==> src/sv/one_wire_master_sequencer_defines.svh <==
// ----------------------------------------------------------------------------
// one_wire_master_sequencer_defines
// assertion macros for the 1-wire bus master sequencer
// ----------------------------------------------------------------------------
`ifndef ONE_WIRE_MASTER_SEQUENCER_DEFINES_SVH
`define ONE_WIRE_MASTER_SEQUENCER_DEFINES_SVH

// implication checked on every clock edge outside reset
`define OWMS_ASSERT_IMPLY(label, ante, cons) \
    label: assert property (@(posedge i_clk) disable iff (!i_rst_n) \
        (ante) |-> (cons)) else $error("owms implication check failed");

// condition that must hold on the cycle after an event
`define OWMS_ASSERT_NEXT(label, ante, cons) \
    label: assert property (@(posedge i_clk) disable iff (!i_rst_n) \
        (ante) |=> (cons)) else $error("owms next-cycle check failed");

`endif

==> src/sv/owms_pkg.sv <==
// ----------------------------------------------------------------------------
// owms_pkg
// types and timing constants of the 1-wire bus master sequencer
// ----------------------------------------------------------------------------
package owms_pkg;

    localparam int TIMER_W = 10;

    localparam logic [TIMER_W-1:0] RESET_LOW_TIME       = 10'd480;
    localparam logic [TIMER_W-1:0] PRESENCE_SAMPLE_TIME = 10'd80;
    localparam logic [TIMER_W-1:0] RESET_RECOVERY_TIME  = 10'd420;
    localparam logic [TIMER_W-1:0] WR1_LOW_TIME         = 10'd6;
    localparam logic [TIMER_W-1:0] WR1_HIGH_TIME        = 10'd64;
    localparam logic [TIMER_W-1:0] WR0_LOW_TIME         = 10'd60;
    localparam logic [TIMER_W-1:0] WR0_HIGH_TIME        = 10'd10;
    localparam logic [TIMER_W-1:0] RD_LOW_TIME          = 10'd6;
    localparam logic [TIMER_W-1:0] RD_SAMPLE_TIME       = 10'd9;
    localparam logic [TIMER_W-1:0] RD_REC_TIME          = 10'd55;

    localparam logic [1:0] OP_TICK  = 2'd0;
    localparam logic [1:0] OP_RESET = 2'd1;
    localparam logic [1:0] OP_WRITE = 2'd2;
    localparam logic [1:0] OP_READ  = 2'd3;

    localparam logic [1:0] ST_PRESENT = 2'd0;
    localparam logic [1:0] ST_NONE    = 2'd1;
    localparam logic [1:0] ST_SHORT   = 2'd2;

    localparam logic [7:0] TPU_RESET = 8'd1;

    typedef enum logic [3:0] {
        PH_IDLE      = 4'd0,
        PH_RST_LOW   = 4'd1,
        PH_RST_PRES  = 4'd2,
        PH_RST_REC   = 4'd3,
        PH_WR_LOW    = 4'd4,
        PH_WR_HIGH   = 4'd5,
        PH_RD_LOW    = 4'd6,
        PH_RD_SAMPLE = 4'd7,
        PH_RD_REC    = 4'd8
    } t_phase;

    typedef struct packed {
        logic       line_level;
        logic [7:0] write_data;
        logic [1:0] op;
    } t_item;

    typedef struct packed {
        logic       rejected;
        logic [7:0] read_data;
        logic [1:0] bus_status;
        logic       done_res;
        logic       busy_res;
        logic       drive_low;
    } t_result;

endpackage

==> src/sv/owms_cfg.sv <==
// ----------------------------------------------------------------------------
// owms_cfg
// apb register file holding the microsecond prescaler
// ----------------------------------------------------------------------------
module owms_cfg (
    input  logic        i_clk,
    input  logic        i_rst_n,
    input  logic        psel,
    input  logic        penable,
    input  logic        pwrite,
    input  logic [1:0]  paddr,
    input  logic [31:0] pwdata,
    output logic [31:0] prdata,
    output logic        pready,
    output logic [7:0]  o_ticks_per_us
);
    import owms_pkg::*;

    logic [7:0] r_tpu;
    logic       w_wr;

    assign pready = 1'b1;
    assign w_wr   = psel && penable && pwrite && pready && (paddr == 2'd0);

    always_ff @(posedge i_clk) begin
        if (!i_rst_n) begin
            r_tpu <= TPU_RESET;
        end else if (w_wr) begin
            r_tpu <= pwdata[7:0];
        end
    end

    assign prdata         = (paddr == 2'd0) ? {24'd0, r_tpu} : 32'd0;
    assign o_ticks_per_us = r_tpu;

endmodule

==> src/sv/owms_core.sv <==
// ----------------------------------------------------------------------------
// owms_core
// sequencer state and single-pass next-state logic for one item
// ----------------------------------------------------------------------------
module owms_core (
    input  logic             i_clk,
    input  logic             i_rst_n,
    input  logic             i_step,
    input  owms_pkg::t_item  i_item,
    input  logic [7:0]       i_ticks_per_us,
    output owms_pkg::t_result o_result
);
    import owms_pkg::*;

    t_phase             r_phase, n_phase;
    logic [TIMER_W-1:0] r_timer, n_timer;
    logic [7:0]         r_pc, n_pc;
    logic [2:0]         r_bit, n_bit;
    logic [7:0]         r_shift, n_shift;
    logic [1:0]         r_status, n_status;

    logic [7:0] w_lim;
    logic [7:0] w_pc_inc;
    logic [7:0] w_shr;
    logic       w_done;
    logic       w_rej;
    logic [7:0] w_rd;

    always_ff @(posedge i_clk) begin
        if (!i_rst_n) begin
            r_phase  <= PH_IDLE;
            r_timer  <= '0;
            r_pc     <= '0;
            r_bit    <= '0;
            r_shift  <= '0;
            r_status <= ST_NONE;
        end else if (i_step) begin
            r_phase  <= n_phase;
            r_timer  <= n_timer;
            r_pc     <= n_pc;
            r_bit    <= n_bit;
            r_shift  <= n_shift;
            r_status <= n_status;
        end
    end

    assign w_lim    = (i_ticks_per_us == 8'd0) ? 8'd1 : i_ticks_per_us;
    assign w_pc_inc = r_pc + 8'd1;
    assign w_shr    = {1'b0, r_shift[7:1]};

    always_comb begin
        n_phase  = r_phase;
        n_timer  = r_timer;
        n_pc     = r_pc;
        n_bit    = r_bit;
        n_shift  = r_shift;
        n_status = r_status;
        w_done   = 1'b0;
        w_rej    = 1'b0;
        w_rd     = 8'd0;
        if (i_item.op != OP_TICK) begin
            if (r_phase != PH_IDLE) begin
                w_rej = 1'b1;
            end else begin
                n_pc  = 8'd0;
                n_bit = 3'd0;
                case (i_item.op)
                    OP_RESET: begin
                        n_phase = PH_RST_LOW;
                        n_timer = RESET_LOW_TIME;
                    end
                    OP_WRITE: begin
                        n_shift = i_item.write_data;
                        n_phase = PH_WR_LOW;
                        n_timer = i_item.write_data[0] ? WR1_LOW_TIME : WR0_LOW_TIME;
                    end
                    default: begin
                        n_shift = 8'd0;
                        n_phase = PH_RD_LOW;
                        n_timer = RD_LOW_TIME;
                    end
                endcase
            end
        end else if (r_phase != PH_IDLE) begin
            if (w_pc_inc >= w_lim) begin
                n_pc = 8'd0;
                if (r_timer > 10'd1) begin
                    n_timer = r_timer - 10'd1;
                end else begin
                    case (r_phase)
                        PH_RST_LOW: begin
                            n_phase = PH_RST_PRES;
                            n_timer = PRESENCE_SAMPLE_TIME;
                        end
                        PH_RST_PRES: begin
                            n_status = i_item.line_level ? ST_NONE : ST_PRESENT;
                            n_phase  = PH_RST_REC;
                            n_timer  = RESET_RECOVERY_TIME;
                        end
                        PH_RST_REC: begin
                            if (!i_item.line_level) begin
                                n_status = ST_SHORT;
                            end
                            n_phase = PH_IDLE;
                            n_timer = '0;
                            w_done  = 1'b1;
                        end
                        PH_WR_LOW: begin
                            n_phase = PH_WR_HIGH;
                            n_timer = r_shift[0] ? WR1_HIGH_TIME : WR0_HIGH_TIME;
                        end
                        PH_WR_HIGH: begin
                            n_shift = w_shr;
                            if (r_bit == 3'd7) begin
                                n_bit   = 3'd0;
                                n_phase = PH_IDLE;
                                n_timer = '0;
                                w_done  = 1'b1;
                            end else begin
                                n_bit   = r_bit + 3'd1;
                                n_phase = PH_WR_LOW;
                                n_timer = w_shr[0] ? WR1_LOW_TIME : WR0_LOW_TIME;
                            end
                        end
                        PH_RD_LOW: begin
                            n_phase = PH_RD_SAMPLE;
                            n_timer = RD_SAMPLE_TIME;
                        end
                        PH_RD_SAMPLE: begin
                            n_shift = {i_item.line_level, r_shift[7:1]};
                            n_phase = PH_RD_REC;
                            n_timer = RD_REC_TIME;
                        end
                        PH_RD_REC: begin
                            if (r_bit == 3'd7) begin
                                n_bit   = 3'd0;
                                w_rd    = r_shift;
                                n_phase = PH_IDLE;
                                n_timer = '0;
                                w_done  = 1'b1;
                            end else begin
                                n_bit   = r_bit + 3'd1;
                                n_phase = PH_RD_LOW;
                                n_timer = RD_LOW_TIME;
                            end
                        end
                        default: begin
                            n_phase = PH_IDLE;
                            n_timer = '0;
                        end
                    endcase
                end
            end else begin
                n_pc = w_pc_inc;
            end
        end
    end

    always_comb begin
        o_result.drive_low  = (n_phase == PH_RST_LOW) || (n_phase == PH_WR_LOW) ||
                              (n_phase == PH_RD_LOW);
        o_result.busy_res   = (n_phase != PH_IDLE);
        o_result.done_res   = w_done;
        o_result.bus_status = n_status;
        o_result.read_data  = w_rd;
        o_result.rejected   = w_rej;
    end

endmodule

==> src/sv/one_wire_master_sequencer.sv <==
// ----------------------------------------------------------------------------
// one_wire_master_sequencer
// open-drain 1-wire bus master stepped by tick and command transactions
// ----------------------------------------------------------------------------
// channel   direction  contents
// s_axis    in         tuser op, tdata write_data and line_level
// m_axis    out        one result per input transaction
// apb       in/out     ticks_per_microsecond at byte address 0
//
// one transaction per clock sustained while m_axis accepts results; a stalled m_axis holds
// the flow; the result passes through the input register, then the result register
// the only loop is the sequencer state register updated once per transaction
// synchronous active-low reset clears state, prescaler register reads 1
// a stalled m_axis holds the result; one more input waits in the input register
// ----------------------------------------------------------------------------
module one_wire_master_sequencer (
    input  logic        i_clk,
    input  logic        i_rst_n,
    input  logic        s_axis_tvalid,
    output logic        s_axis_tready,
    input  logic [15:0] s_axis_tdata,   // write_data[7:0], line_level[8], zero[15:9]
    input  logic [1:0]  s_axis_tuser,   // op[1:0]
    output logic        m_axis_tvalid,
    input  logic        m_axis_tready,
    output logic [15:0] m_axis_tdata,   // drive_low, busy_res, done_res, bus_status[4:3],
                                        // read_data[12:5], rejected[13], zero[15:14]
    input  logic        psel,
    input  logic        penable,
    input  logic        pwrite,
    input  logic [1:0]  paddr,
    input  logic [31:0] pwdata,
    output logic [31:0] prdata,
    output logic        pready
);
    import owms_pkg::*;

    logic    r_in_valid;
    t_item   r_in_item;
    logic    r_out_valid;
    t_result r_out_result;

    logic       w_out_free;
    logic       w_step;
    logic       w_in_acc;
    logic [7:0] w_tpu;
    t_result    w_result;

    assign w_out_free    = !r_out_valid || m_axis_tready;
    assign w_step        = r_in_valid && w_out_free;
    assign s_axis_tready = !r_in_valid || w_step;
    assign w_in_acc      = s_axis_tvalid && s_axis_tready;

    always_ff @(posedge i_clk) begin
        if (!i_rst_n) begin
            r_in_valid <= 1'b0;
        end else if (s_axis_tready) begin
            r_in_valid <= s_axis_tvalid;
        end
    end

    always_ff @(posedge i_clk) begin
        if (w_in_acc) begin
            r_in_item.op         <= s_axis_tuser;
            r_in_item.write_data <= s_axis_tdata[7:0];
            r_in_item.line_level <= s_axis_tdata[8];
        end
    end

    owms_cfg u_cfg (
        .i_clk          (i_clk),
        .i_rst_n        (i_rst_n),
        .psel           (psel),
        .penable        (penable),
        .pwrite         (pwrite),
        .paddr          (paddr),
        .pwdata         (pwdata),
        .prdata         (prdata),
        .pready         (pready),
        .o_ticks_per_us (w_tpu)
    );

    owms_core u_core (
        .i_clk          (i_clk),
        .i_rst_n        (i_rst_n),
        .i_step         (w_step),
        .i_item         (r_in_item),
        .i_ticks_per_us (w_tpu),
        .o_result       (w_result)
    );

    always_ff @(posedge i_clk) begin
        if (!i_rst_n) begin
            r_out_valid <= 1'b0;
        end else if (w_out_free) begin
            r_out_valid <= w_step;
        end
    end

    always_ff @(posedge i_clk) begin
        if (w_step) begin
            r_out_result <= w_result;
        end
    end

    assign m_axis_tvalid = r_out_valid;
    assign m_axis_tdata  = {2'b00, r_out_result};

`include "one_wire_master_sequencer_defines.svh"

    `OWMS_ASSERT_IMPLY(a_drive_needs_busy, m_axis_tvalid && r_out_result.drive_low,
        r_out_result.busy_res)
    `OWMS_ASSERT_IMPLY(a_read_data_on_done, m_axis_tvalid && (r_out_result.read_data != 8'd0),
        r_out_result.done_res)
    `OWMS_ASSERT_IMPLY(a_done_is_final, m_axis_tvalid && r_out_result.done_res,
        !r_out_result.busy_res && !r_out_result.rejected)
    `OWMS_ASSERT_NEXT(a_step_yields_result, w_step, r_out_valid)

endmodule
==> config.mk <==
export PLATFORM = sky130hd
export DESIGN_NAME = one_wire_master_sequencer
export DESIGN_NICKNAME = d
export VERILOG_FILES = /design/src/sv/owms_pkg.sv /design/src/sv/owms_cfg.sv /design/src/sv/owms_core.sv /design/src/sv/one_wire_master_sequencer.sv
export VERILOG_INCLUDE_DIRS = /design/src /design/src/sv
export SDC_FILE = /design/constraint.sdc
export NUM_CORES = 1
export LEC_CHECK = 0
export ABC_CLOCK_PERIOD_IN_PS = 4800
export BUFFER_PORTS_ARGS = -buffer_cell sky130_fd_sc_hd__buf_2
export CAP_MARGIN = 20
export CORE_MARGIN = 1
export CORE_UTILIZATION = 57
export CTS_CLUSTER_DIAMETER = 150
export DETAILED_ROUTE_END_ITERATION = 16
export PLACE_DENSITY = 0.94
export SETUP_SLACK_MARGIN = 0.15
export SLEW_MARGIN = 25
export SYNTH_ARGS = -nofsm -noshare
export SYNTH_HDL_FRONTEND = slang
export SYNTH_HIERARCHICAL = 1
export SYNTH_SLANG_ARGS = --single-unit
==> constraint.sdc <==
create_clock -name i_clk -period 4.8 [get_ports i_clk]
set_clock_uncertainty 0.2 [all_clocks]
set_input_delay 0.96 -clock i_clk [delete_from_list [all_inputs] [get_ports i_clk]]
set_output_delay 0.96 -clock i_clk [all_outputs]
set_load 0.02 [all_outputs]
==> qor.yml <==
status:
  status: "completed"
sta:
  finalCriticalPeriod_ns: 3.63
  fin_tns_setup_ns: 0
  min_period_over_period_pct: 75.6
  slew_viol_final: 0
  fmax_mhz: 275
  postLayoutSetupSlackWorst_ns: 1.17
  tightestPinTransition_ns: 1.02
  relSlewSlack_pct: 32.1
  hold_viol: 0
  finalSetupViolCount: 0
  grt_setup_unrepaired: "false"
pwr:
  switching_share_pct: 32.3
  combPwrFrac_pct: 19.8
  power_density_mw_per_mm2: 297
  clockPowerShare_pct: 32.2
  ir_drop_uv: 191
  p_sw_uw: 451
  seqPwrFrac_pct: 47.9
  p_int_uw: 946
  leakagePower_nw: 2.01
worst_setup_path:
  cp-end-kind: "flop"
  slowest_delay_ns: 0.42
  reg2reg_from: "u_core/r_pc[2]"
  reg2reg_slack_ns: 1.17
  arrival_ns: 3.55
  rr_worst_depth: 12
  required_ns: 4.72
  worstPathCellList: "and3_1 > and3_1 > nand3_1 > xnor2_1 > ha_1 > and3_1 > and2_1 > o21ai_1 > a211o_1 > o21a_1 > and3_1 > o21a_1"
  crit_slowest_cell: "a211o_1"
  r2r-end: "m_axis_tdata[0]"
  cpMostUsedCell: "and3_1"
  crit_path_max_fanout: 6
  crit_type: "flop to flop"
  critPathLaunchType: "flop"
floorplanning:
  dieArea_mm2: 0.00800
  die_h_um: 89.5
  die_x_um: 89.5
  rows: 31
  core_mm2: 0.00733
  ioPinCount: 110
  start_util_pct: 59.5
detailed_routing:
  vias: 3615
  wl_met1_um: 3890
  wl_met3_um: 652
  antenna_left: 0
  wirelength_um: 9440
  dr.pass1.iters: 5
  first_iter_violations: 376
  top_layer_used: "met4"
  dr_wl_met2_um: 4650
  drc_errors: 0
  detail_route.wl_per_cell_um: 15.2
  vias_per_cell: 5.81
synthesis:
  synthArstFlopShare_pct: 0
  ys_seq_elements: 70
  synthesis.area_mm2: 0.00436
  yosysSeqAreaShare_pct: 37.9
  synth_area_leaders: "dfxtp_1 (21%), edfxtp_1 (17%), ha_1 (5.5%)"
  yosysTopAreaCellShare_pct: 20.7
  synth_cells: 482
  ys_types: 65
  ys_warn_count: 6
  synth_area_per_cell_um2: 9.04
  synth_top_flop_cell: "dfxtp_1"
  synth-edff-count: 25
  synth_largest_area_cell: "dfxtp_1"
cts:
  cts_made_buffers: 9
  cts_setup_buffers: 0
  root_buffer: "clkbuf_8"
  cts_resized: 0
  ctsHoldBuffers: 0
  clk_latency_ns: 0.36
  cts_sinks: 70
  cts.clk_slew.worst_paths_ns: 0.08
  cts_tree: "done"
  cts_max_path_buffers: 2
  cts_max_level: 3
placed_design:
  placed_area_mm2: 0.00453
  port_buffers: 51
  placedCellCount: 606
  place_congestion: 0.939
  dp_slack_ns: 1.30
  dp_hpwl_um: 6510
hold_path:
  whs_path_depth: 2
  hold_path_class: "flop to flop"
  min_to: "u_core/r_bit[2]"
  hp-start: "u_core/r_bit[2]"
global_route:
  antenna_found_initial: 0
  grt_pass1_wl_um: 15100
  grt_max_degree: 54
  grt_use_total_pct: 24.7
  grt_pass1_vias: 3213
  grt-ovfl-total: 0
layout:
  multi_input_area_mm2: 0.00239
  n_fill_cell: 574
  area_delta_synth_final_pct: 8.04
  fin_cells: 622
  drive_gt1_share_pct: 17.4
  fin_nets: 596
  diodes: 0
  final_common_cell: "buf_2"
  final_area_mm2: 0.00471
  seq_area_mm2: 0.00165
  final_cell_mix: "buf_2 (51), dfxtp_1 (45), nand2_1 (44)"
job:
  cap_viol_max_count: 0
==> stage by stage <==
step                hold slack, ns  util (%)  power [mW]
global route                 0.314      64.2        1.46
CTS                          0.295      64.2        1.40
finish                       0.294      64.2        1.40
global placement             0.268      61.8       0.943
detailed placement           0.284      61.8       0.953
floorplan                    0.243         -       0.911
==> sequential cells by signal (all words and copies together), names as in the netlist <==
signal and count:
m_axis_tdata 14, r_in_item 11, u_core/r_timer 10, u_cfg/o_ticks_per_us 8, u_core/r_pc 8, u_core/r_shift 8
u_core/r_phase 4, u_core/r_bit 3, u_core/r_status 2, m_axis_tvalid 1, r_in_valid 1
==> layer usage <==
layer	global-route usage [%]	up-vias
li1	-	1732
met1	31.2	1700
met2	40.2	157
met3	6.56	26
met4	10.4	0
met5	0	-
==> worst max-delay path: cells and delay by family, from the launching register on <==
kind	cells	cell delay [ns]
flip-flops	1	0.41
AO/OA/AOI/OAI	4	1.04
XOR/XNOR	1	0.16
adder cells (fa/ha/maj)	1	0.34
AND/OR/NAND/NOR	6	1.24
==> area by class of cell <==
| type | instances | share of cell area (%) |
|---|---|---|
| sequential | 70 | 35.1 |
| tap | 99 | 2.63 |
| clock buffer | 10 | 2.92 |
| timing repair buffer | 54 | 5.90 |
| clock inverter | 6 | 0.956 |
| inverter | 21 | 1.67 |
| multi-input combinational | 362 | 50.9 |
==> Yosys cell counts, types with 3 or more instances <==
library cell,count
nor4_1,4
a21boi_0,7
edfxtp_1,25
nor2_1,27
o211ai_1,4
o21a_1,6
dfxtp_1,45
o211a_1,12
o21ai_0,24
or3_1,4
a22oi_1,7
a21o_1,3
a31oi_1,11
xor2_1,4
clkbuf_1,13
buf_2,6
buf_4,30
nor3_4,3
nand3_1,14
and3_1,10
nand2b_1,6
ha_1,19
and2_1,18
nor2b_1,14
nor3_1,13
a21oi_1,20
buf_1,3
conb_1,3
mux2i_1,11
xnor2_1,8
nand3b_1,3
nand2_1,44
inv_1,20
==> kinds of logic (layout without fill, tap and decap cells) <==
logic type | Yosys count | after routing | synth area share (%)
simple gates | 178 | 178 | 23.2
compound gates | 113 | 113 | 18.4
buf+inv | 74 | 91 | 9.30
flops | 70 | 70 | 37.9
fa+ha+maj | 19 | 19 | 5.45
mux | 13 | 13 | 3.04
xor+xnor | 12 | 12 | 2.41
other cells | 3 | 27 | 0.258
==> worst max-delay path by stage <==
stage	slack [ns]	endpoint	start	depth (start not counted)
global placement	1.36	m_axis_tdata[0]	u_core/r_pc[2]	12
global route	0.95	m_axis_tdata[5]	u_core/r_pc[0]	11
detailed placement	1.30	m_axis_tdata[0]	u_core/r_pc[2]	12
floorplan	1.58	m_axis_tdata[0]	u_core/r_pc[2]	12
CTS	1.22	m_axis_tdata[0]	u_core/r_pc[0]	12
finish	1.17	m_axis_tdata[0]	u_core/r_pc[2]	12
==> power groups by stage <==
stage          Clock [mW]  Combinational [mW]  Sequential (mW)
6_report            0.450               0.277            0.670
5_1_grt             0.480               0.305            0.673
4_1_cts             0.458               0.273            0.669
3_5_place_dp            0               0.270            0.683
3_3_place_gp            0               0.262            0.681
2_1_floorplan           0               0.234            0.677
(Power assumes the default switching activity.)
